<file path="config.mk">
export PLATFORM = sky130hd
export DESIGN_NAME = countdown_timer_bank
export DESIGN_NICKNAME = d
export VERILOG_FILES = /design/src/rtl/core/tcb_pkg.sv /design/src/rtl/core/tcb_count_mem.sv /design/src/rtl/core/tcb_seq.sv /design/src/rtl/core/countdown_timer_bank.sv
export SDC_FILE = /design/constraint.sdc
export NUM_CORES = 1
export LEC_CHECK = 0
export BUFFER_PORTS_ARGS = -buffer_cell sky130_fd_sc_hd__buf_2
export CORE_ASPECT_RATIO = 0.7
export CORE_MARGIN = 4
export CORE_UTILIZATION = 60
export DETAILED_ROUTE_END_ITERATION = 16
export MAX_ROUTING_LAYER = met4
export PLACE_DENSITY = 0.79
export SLEW_MARGIN = 20
export SYNTH_ARGS = -nofsm -noshare
export SYNTH_HDL_FRONTEND = slang
export SYNTH_SLANG_ARGS = --single-unit
</file>
<file path="constraint.sdc">
create_clock -name clk -period 6 [get_ports clk]
set_clock_uncertainty 0.2 [all_clocks]
set_input_delay 0.3 -clock clk [delete_from_list [all_inputs] [get_ports clk]]
set_output_delay 0.3 -clock clk [all_outputs]
set_load 0.02 [all_outputs]
</file>
<file path="src/rtl/core/tcb_pkg.sv">
// Shared types and codes of the countdown timer bank.
// No dependencies; used by every module of the block.
`default_nettype none

package tcb_pkg;

  localparam int OP_W    = 3;
  localparam int TIDX_W  = 3;
  localparam int TICK_W  = 16;
  localparam int KIND_W  = 2;
  localparam int MASK_W  = 8;

  localparam logic [OP_W-1:0] OP_SET   = 3'd0;
  localparam logic [OP_W-1:0] OP_STOP  = 3'd1;
  localparam logic [OP_W-1:0] OP_QUERY = 3'd2;
  localparam logic [OP_W-1:0] OP_POLL  = 3'd3;
  localparam logic [OP_W-1:0] OP_TICK  = 3'd4;

  localparam logic [KIND_W-1:0] KIND_EXPIRY = 2'd0;
  localparam logic [KIND_W-1:0] KIND_STOP   = 2'd1;
  localparam logic [KIND_W-1:0] KIND_QUERY  = 2'd2;

  typedef struct packed {
    logic [KIND_W-1:0] kind;
    logic [TIDX_W-1:0] which;
    logic [TICK_W-1:0] remaining;
    logic              elapsed;
    logic              from_tick;
    logic              last;
  } res_t;

endpackage

`default_nettype wire

</file>
<file path="src/rtl/core/tcb_count_mem.sv">
// Tick count store: one write port, one registered read port.
// Per-entry valid bits make unwritten entries read as zero after reset.
// Depends on tcb_pkg.
`default_nettype none

module tcb_count_mem #(
  parameter int TIMER_COUNT = 8,
  parameter int IDX_W       = 3
) (
  input  wire                       clk,
  input  wire                       rst_n,
  input  wire                       we,
  input  wire  [IDX_W-1:0]          waddr,
  input  wire  [tcb_pkg::TICK_W-1:0] wdata,
  input  wire  [IDX_W-1:0]          raddr,
  output logic [tcb_pkg::TICK_W-1:0] rdata
);
  import tcb_pkg::*;

  logic [TICK_W-1:0]      mem [TIMER_COUNT];
  logic [TIMER_COUNT-1:0] valid_r;
  logic [TICK_W-1:0]      rd_data_r;
  logic                   rd_vld_r;

  always_ff @(posedge clk) begin
    if (we) begin
      mem[waddr] <= wdata;
    end
    rd_data_r <= mem[raddr];
  end

  always_ff @(posedge clk) begin
    if (!rst_n) begin
      valid_r  <= '0;
      rd_vld_r <= 1'b0;
    end else begin
      if (we) begin
        valid_r[waddr] <= 1'b1;
      end
      rd_vld_r <= valid_r[raddr];
    end
  end

  assign rdata = rd_vld_r ? rd_data_r : '0;

endmodule

`default_nettype wire

</file>
<file path="src/rtl/core/tcb_seq.sv">
// Sequencer of the timer bank: decodes operations, walks the timers one per
// cycle through the shared decrement and zero compare, holds the active flags.
// Depends on tcb_pkg and drives tcb_count_mem.
`default_nettype none

module tcb_seq #(
  parameter int TIMER_COUNT = 8,
  parameter int IDX_W       = 3
) (
  input  wire                        clk,
  input  wire                        rst_n,
  input  wire                        start,
  input  wire  [tcb_pkg::OP_W-1:0]   op,
  input  wire  [tcb_pkg::TIDX_W-1:0] tidx,
  input  wire  [tcb_pkg::TICK_W-1:0] load,
  input  wire  [tcb_pkg::MASK_W-1:0] mask,
  output logic                       busy,
  output logic                       mem_we,
  output logic [IDX_W-1:0]           mem_waddr,
  output logic [tcb_pkg::TICK_W-1:0] mem_wdata,
  output logic [IDX_W-1:0]           mem_raddr,
  input  wire  [tcb_pkg::TICK_W-1:0] mem_rdata,
  output logic                       res_vld,
  output tcb_pkg::res_t              res
);
  import tcb_pkg::*;

  localparam int CNT_W = $clog2(TIMER_COUNT + 1);
  localparam logic [CNT_W-1:0] SCAN_END = CNT_W'(TIMER_COUNT);

  localparam logic [1:0] ST_IDLE  = 2'd0;
  localparam logic [1:0] ST_REPLY = 2'd1;
  localparam logic [1:0] ST_SCAN  = 2'd2;

  logic [1:0]             state_r, state_nxt;
  logic                   is_tick_r, is_tick_nxt;
  logic                   rep_stop_r, rep_stop_nxt;
  logic [TIDX_W-1:0]      rep_idx_r, rep_idx_nxt;
  logic [CNT_W-1:0]       scan_idx_r, scan_idx_nxt;
  logic                   proc_vld_r, proc_vld_nxt;
  logic [IDX_W-1:0]       proc_idx_r, proc_idx_nxt;
  logic                   pend_vld_r, pend_vld_nxt;
  logic [IDX_W-1:0]       pend_idx_r, pend_idx_nxt;
  logic [TIMER_COUNT-1:0] active_r, active_nxt;
  logic                   out_vld_r, out_vld_nxt;
  res_t                   out_r, out_nxt;

  logic accept;
  logic idx_ok;
  logic cnt_zero;
  logic isr_mode;
  logic hit;
  logic dec;

  assign accept   = start && (state_r == ST_IDLE);
  assign idx_ok   = 32'(tidx) < TIMER_COUNT;
  assign cnt_zero = (mem_rdata == '0);
  // Only the first eight timers have a mode bit.
  assign isr_mode = (32'(proc_idx_r) < 32'd8) && mask[3'(proc_idx_r)];
  assign hit      = proc_vld_r && cnt_zero && active_r[proc_idx_r] &&
                    (!is_tick_r || isr_mode);
  assign dec      = proc_vld_r && is_tick_r && !cnt_zero;

  always_comb begin
    state_nxt    = state_r;
    is_tick_nxt  = is_tick_r;
    rep_stop_nxt = rep_stop_r;
    rep_idx_nxt  = rep_idx_r;
    scan_idx_nxt = scan_idx_r;
    proc_vld_nxt = proc_vld_r;
    proc_idx_nxt = proc_idx_r;
    pend_vld_nxt = pend_vld_r;
    pend_idx_nxt = pend_idx_r;
    active_nxt   = active_r;
    out_vld_nxt  = 1'b0;
    out_nxt      = out_r;
    mem_we       = 1'b0;
    mem_waddr    = IDX_W'(tidx);
    mem_wdata    = load;
    mem_raddr    = (state_r == ST_SCAN) ? scan_idx_r[IDX_W-1:0] : IDX_W'(tidx);

    case (state_r)
      ST_IDLE: begin
        if (accept) begin
          case (op)
            OP_SET: begin
              if (idx_ok) begin
                mem_we                    = 1'b1;
                active_nxt[IDX_W'(tidx)] = 1'b1;
              end
            end
            OP_STOP: begin
              if (idx_ok) begin
                active_nxt[IDX_W'(tidx)] = 1'b0;
                rep_stop_nxt              = 1'b1;
                rep_idx_nxt               = tidx;
                state_nxt                 = ST_REPLY;
              end
            end
            OP_QUERY: begin
              if (idx_ok) begin
                rep_stop_nxt = 1'b0;
                rep_idx_nxt  = tidx;
                state_nxt    = ST_REPLY;
              end
            end
            OP_POLL, OP_TICK: begin
              is_tick_nxt  = (op == OP_TICK);
              scan_idx_nxt = '0;
              proc_vld_nxt = 1'b0;
              pend_vld_nxt = 1'b0;
              state_nxt    = ST_SCAN;
            end
            default: begin
            end
          endcase
        end
      end
      ST_REPLY: begin
        out_vld_nxt       = 1'b1;
        out_nxt.kind      = rep_stop_r ? KIND_STOP : KIND_QUERY;
        out_nxt.which     = rep_idx_r;
        out_nxt.remaining = rep_stop_r ? mem_rdata : '0;
        out_nxt.elapsed   = !rep_stop_r && cnt_zero;
        out_nxt.from_tick = 1'b0;
        out_nxt.last      = 1'b1;
        state_nxt         = ST_IDLE;
      end
      ST_SCAN: begin
        if (scan_idx_r != SCAN_END) begin
          proc_vld_nxt = 1'b1;
          proc_idx_nxt = scan_idx_r[IDX_W-1:0];
          scan_idx_nxt = scan_idx_r + 1'b1;
        end else begin
          proc_vld_nxt = 1'b0;
        end
        if (dec) begin
          mem_we    = 1'b1;
          mem_waddr = proc_idx_r;
          mem_wdata = mem_rdata - 1'b1;
        end
        // A new event pushes out the held one, which is then known not to be last.
        if (hit) begin
          active_nxt[proc_idx_r] = 1'b0;
          if (pend_vld_r) begin
            out_vld_nxt = 1'b1;
          end
          out_nxt.kind      = KIND_EXPIRY;
          out_nxt.which     = 3'(pend_idx_r);
          out_nxt.remaining = '0;
          out_nxt.elapsed   = 1'b0;
          out_nxt.from_tick = is_tick_r;
          out_nxt.last      = 1'b0;
          pend_vld_nxt      = 1'b1;
          pend_idx_nxt      = proc_idx_r;
        end
        if (!proc_vld_r && (scan_idx_r == SCAN_END)) begin
          out_vld_nxt       = pend_vld_r;
          out_nxt.kind      = KIND_EXPIRY;
          out_nxt.which     = 3'(pend_idx_r);
          out_nxt.remaining = '0;
          out_nxt.elapsed   = 1'b0;
          out_nxt.from_tick = is_tick_r;
          out_nxt.last      = 1'b1;
          pend_vld_nxt      = 1'b0;
          state_nxt         = ST_IDLE;
        end
      end
      default: begin
        state_nxt = ST_IDLE;
      end
    endcase
  end

  always_ff @(posedge clk) begin
    if (!rst_n) begin
      state_r    <= ST_IDLE;
      proc_vld_r <= 1'b0;
      pend_vld_r <= 1'b0;
      active_r   <= '0;
      out_vld_r  <= 1'b0;
    end else begin
      state_r    <= state_nxt;
      proc_vld_r <= proc_vld_nxt;
      pend_vld_r <= pend_vld_nxt;
      active_r   <= active_nxt;
      out_vld_r  <= out_vld_nxt;
    end
  end

  always_ff @(posedge clk) begin
    is_tick_r  <= is_tick_nxt;
    rep_stop_r <= rep_stop_nxt;
    rep_idx_r  <= rep_idx_nxt;
    scan_idx_r <= scan_idx_nxt;
    proc_idx_r <= proc_idx_nxt;
    pend_idx_r <= pend_idx_nxt;
    out_r      <= out_nxt;
  end

  assign busy    = (state_r != ST_IDLE);
  assign res_vld = out_vld_r;
  assign res     = out_r;

endmodule

`default_nettype wire

</file>
<file path="src/rtl/core/countdown_timer_bank.sv">
// Top level of the countdown timer bank: configuration register, sequencer
// and tick count store. Depends on tcb_pkg, tcb_seq and tcb_count_mem.
`default_nettype none

// A bank of TIMER_COUNT countdown timers driven by single-item commands.
// An item is taken at a clock edge where start is high and busy is low.
// A set item returns nothing and does not raise busy. A stop or query item keeps
// busy high for one cycle; its reply is built in the reply state from the count
// read and is driven on the out_ ports from the sequencer's output register.
// A tick or poll item walks the timers in rising index order, one timer per
// cycle through the single read port of the count store and the one shared
// decrement and zero compare, and busy stays high for the whole walk; expiry
// events come out during and at the end of that
// walk. Every result is shown for exactly one cycle with out_valid high and
// must be taken then: the receiver cannot hold results off. out_last_result
// marks the final result of an item. Counts and active flags read as zero
// straight out of reset, with no clearing pass. The interrupt mode mask is
// written through the cfg_ channel, which is always ready; write it only
// while the bank is idle. Only timers 0 to 7 have a mode bit.

module countdown_timer_bank #(
  parameter int TIMER_COUNT = 8
) (
  input  wire                         clk,
  input  wire                         rst_n,
  input  wire                         start,
  output logic                        busy,
  input  wire  [tcb_pkg::OP_W-1:0]    in_operation,
  input  wire  [tcb_pkg::TIDX_W-1:0]  in_timer_index,
  input  wire  [tcb_pkg::TICK_W-1:0]  in_load_ticks,
  output logic                        out_valid,
  output logic [tcb_pkg::KIND_W-1:0]  out_result_kind,
  output logic [tcb_pkg::TIDX_W-1:0]  out_which_timer,
  output logic [tcb_pkg::TICK_W-1:0]  out_remaining_ticks,
  output logic                        out_has_elapsed,
  output logic                        out_from_tick,
  output logic                        out_last_result,
  input  wire                         cfg_valid,
  output logic                        cfg_ready,
  input  wire  [tcb_pkg::MASK_W-1:0]  cfg_data
);
  import tcb_pkg::*;

  // Index width of the store; a bank of one timer still gets a one-bit address.
  localparam int IDX_W = (TIMER_COUNT > 1) ? $clog2(TIMER_COUNT) : 1;

  logic [MASK_W-1:0] mask_r;
  logic              mem_we;
  logic [IDX_W-1:0]  mem_waddr;
  logic [TICK_W-1:0] mem_wdata;
  logic [IDX_W-1:0]  mem_raddr;
  logic [TICK_W-1:0] mem_rdata;
  logic              res_vld;
  res_t              res;

  // The mask register accepts a write in every cycle.
  assign cfg_ready = 1'b1;

  always_ff @(posedge clk) begin
    if (!rst_n) begin
      mask_r <= '0;
    end else if (cfg_valid && cfg_ready) begin
      mask_r <= cfg_data;
    end
  end

  tcb_seq #(
    .TIMER_COUNT (TIMER_COUNT),
    .IDX_W       (IDX_W)
  ) u_seq (
    .clk       (clk),
    .rst_n     (rst_n),
    .start     (start),
    .op        (in_operation),
    .tidx      (in_timer_index),
    .load      (in_load_ticks),
    .mask      (mask_r),
    .busy      (busy),
    .mem_we    (mem_we),
    .mem_waddr (mem_waddr),
    .mem_wdata (mem_wdata),
    .mem_raddr (mem_raddr),
    .mem_rdata (mem_rdata),
    .res_vld   (res_vld),
    .res       (res)
  );

  tcb_count_mem #(
    .TIMER_COUNT (TIMER_COUNT),
    .IDX_W       (IDX_W)
  ) u_mem (
    .clk   (clk),
    .rst_n (rst_n),
    .we    (mem_we),
    .waddr (mem_waddr),
    .wdata (mem_wdata),
    .raddr (mem_raddr),
    .rdata (mem_rdata)
  );

  // The result item leaves straight from the sequencer's output register.
  assign out_valid           = res_vld;
  assign out_result_kind     = res.kind;
  assign out_which_timer     = res.which;
  assign out_remaining_ticks = res.remaining;
  assign out_has_elapsed     = res.elapsed;
  assign out_from_tick       = res.from_tick;
  assign out_last_result     = res.last;

endmodule

`default_nettype wire

</file>
==> summary.md <==
| Metric | Value |
|---|---|
| Clock Sinks | `213` |
| Slew HR | `between 20% and 30%` |
| Slowest CP cell | `a21boi_4` |
| Layout cell share with drive strength beyond 1 | `26.3%` |
| Post-route DRC | `0` |
| Ys async rst share | `0%` |
| Non-filler cells, final | `882` |
| Crit path max fanout | `26` |
| Max-capacitance violation count | `0` |
| PwrDens | `313 nW/um2` |
| Min-delay worst type | `primary input to flop` |
| Setup CP Type | `flop to flop` |
| Register cell area after layout | `5940 um2` |
| Vias in the first global route | `5604` |
| Worst Tran Pin Value | `approximately 1100 ps` |
| Core area | `roughly 15000 um2` |
| Ratio of final minimum period to clock period | `59.0%` |
| Worst VDD drop | `0.000258 V` |
| Finished Cell Area | `10400 um2` |
| Multi-input logic area | `3010 um2` |
| Slowest stage delay, CP | `730 ps` |
| Crit path time final | `around 3500 ps` |
| Final nets | `714` |
| Post-synthesis cell type count | `60` |
| Status | `complete, no violations` |
| Number of synthesis warnings | `0` |
| Std cell rows | `37` |
| Largest area contributor in the netlist | `edfxtp_1` |
| Top post-synthesis cells by count | `edfxtp_1 (167), nand2_1 (47), dfxtp_1 (46)` |
| Num CTS Buffers | `20` |
| Detailed Route WL | `20.2 mm` |
| Most frequent cell after synthesis | `edfxtp_1` |
| EDFF count, synth | `167` |
| Initial core utilization | `61.5%` |
| Adder-cell share of the synthesized area | `less than 1%` |
| CP Cell Sequence | `inv_1 > ha_1 > buf_4 > nand2b_4 > a21boi_4 > buf_4 > mux4_2 > mux2i_1 > nor2_1` |
| Critical path buffer and inverter count | `3` |
| Clk buf depth | `3` |
| DRT iter0 DRCs | `roughly 600` |
| DIE AREA | `17200 um2` |
| Initial antenna violation count | `0` |
| Predominant post-synthesis flop cell | `edfxtp_1` |
| Post-CTS setup buffers | `0` |
| Routed wire per std cell | `22.9 um` |
| Post-Syn Instances | `about 600` |
| Global placer's final weighted congestion | `0.903` |
| Main combinational cell family by area after synthesis | `multiplexers` |
| P_leak | `3.72 nW` |
| Crit path max-delay family | `buffers and inverters` |
| CTS tree | `yes` |
| IO buf count | `59` |
| Largest net degree at the start of global routing | `40` |
| Yosys top cell area share | `55.3%` |
| Via-per-instance ratio | `roughly 6.4` |
| Final setup viols | `0` |
| XOR/XNOR share of the synthesized area | `0.869%` |
| Post-CTS sizing | `0` |
| Synthesized Nets | `642` |
| IO Pins | `61` |
| DIE HEIGHT | `111 um` |
| Top cell by count, worst path | `buf_4` |
| CP required | `6150 ps` |
| Antenna viol nets, final | `0` |
| FMAX | `between 200 and 300 MHz` |
| H-Tree Depth | `1` |
| Total power | `0.00326 W` |
| Cts hold-fix bufs | `13` |
| First-pass GRT wire length | `31.9 mm` |
| CTS Root Cell | `clkbuf_16` |
| Worst setup EP type | `flop` |
| Worst Setup Start Kind | `flop` |
| Inst Count DP | `833` |
| Worst Path Arrival | `3690 ps` |
| Area growth syn-to-layout | `14.8%` |
| RSZ-0062 raised after global routing | `no` |
| Final hold vios | `0` |
| Max Slew Vio Count | `0` |
| Worst-path clk slew | `60 ps` |
| Simple-gate share of the synthesized area | `8.66%` |
| Vias | `5606` |
| Grt ovf | `0` |
| Fill cells | `933` |
| Drt pass-1 iters | `5` |
| Die width | `155 um` |
| Antenna Cells | `0` |
| Syn avg cell area | `around 15 um2` |
| Final TNS setup | `0 ps` |
| Compound-Gate Fraction of Synth Area | `slightly below 7%` |
| Placed Area | `roughly 9600 um2` |
| Detailed placement HPWL | `12.9 mm` |
| #FFs+latches synth | `213` |
| Clk_lat worst skew | `490 ps` |
| Mapped Area | `just over 9000 um2` |
| Register area share after synthesis | `65.4%` |
| Ranking of synthesized cells by area | `edfxtp_1 (55%), dfxtp_1 (10%), mux4_2 (8.7%), mux2i_1 (3.5%), mux2_2 (2.6%)` |
| GRT Util Overall | `24.6%` |
| Mux cell area share after synthesis | `14.8%` |
-- registers in the layout, summed over array words and instances (netlist names), 2 cells and up, named ones only --
signal / cells
u_mem.mem: 128
u_seq.proc_idx_r: 3
u_mem.rd_data_r: 16
u_seq.pend_idx_r: 3
u_seq.res: 24
u_mem.valid_r: 8
u_seq.rep_idx_r: 3
mask_r: 8
u_seq.state_r: 2
u_seq.scan_idx_r: 4
-- per-layer routing --
layer / up-vias / GRT usage (%) / routed length, um / share of wire [%]
met1: 2801 / 37.2 / 8670 / 43
met4: 0 / 4.82 / 346 / 1.7
met3: 36 / 4.33 / 1940 / 9.6
met5: - / - / 0 / 0
li1: 2477 / - / - / -
met2: 292 / 35.7 / 9200 / 46
-- report_power, final --
part,internal [W],leakage (nW),switching [W]
Clock,0.000753,0.332,0.000529
Combinational,0.000121,1.50,0.000170
Sequential,0.00165,1.89,0.0000422
Total,0.00252,3.72,0.000741
-- placed cells by master (no fill, tap or decap), drive strengths merged, types with 5 or more instances in the layout --
cell           n
mux2          21
o31ai          5
nand3b         5
clkbuf        26
ha             7
and2           7
inv           10
nand2b         5
buf           71
xnor2          5
nor2          30
dfxtp         46
a21boi         6
mux2i         32
and3          20
o21ai         17
mux4          35
a21oi         17
dlygate4sd3   13
edfxtp       167
a32o           7
clkinv         8
nor2b          8
nand2         47
o21a          10
a32oi          7
nor3           7
-- kinds of logic after synthesis --
| kind of cell | after synthesis |
|---|---|
| compound gates | 88 |
| xor+xnor | 9 |
| simple gates | 151 |
| other cells | 1 |
| fa+ha+maj | 7 |
| flops | 213 |
| mux | 88 |
| buf+inv | 44 |
-- worst paths after layout --
path | start | to | slack [ps] | cells past startpoint
worst max-delay path | u_seq.state_r[0] | u_mem.rd_vld_r | 2460 | 9
worst min-delay path | rst_n | u_mem.valid_r[0] | 50 | 2
worst max register to register | u_seq.state_r[0] | u_mem.rd_vld_r | 2460 | 9
worst min register to register | u_mem.valid_r[7] | u_mem.valid_r[7] | 260 | 1
-- final cells by class --
| type | count | area share [%] |
|---|---|---|
| clock inverters | 10 | 1.01 |
| clock buffers | 26 | 5.42 |
| inverters | 10 | 0.360 |
| well taps | 195 | 2.34 |
| flip-flops and latches | 213 | 57.0 |
| multi-input cells | 344 | 28.9 |
| repair buffers | 84 | 4.95 |
-- stage by stage --
step / util [%] / setup slack, ps / hold slack [ps]
floorplan: - / 1860 / 199
global placement: 65.1 / 2520 / 241
finish: 70.5 / 2460 / 48.1
global route: 70.5 / 2180 / 47.0
detailed placement: 65.1 / 2430 / 253
CTS: 70.5 / 2400 / 24.3
No activity file was read; power rests on OpenSTA's default activity.
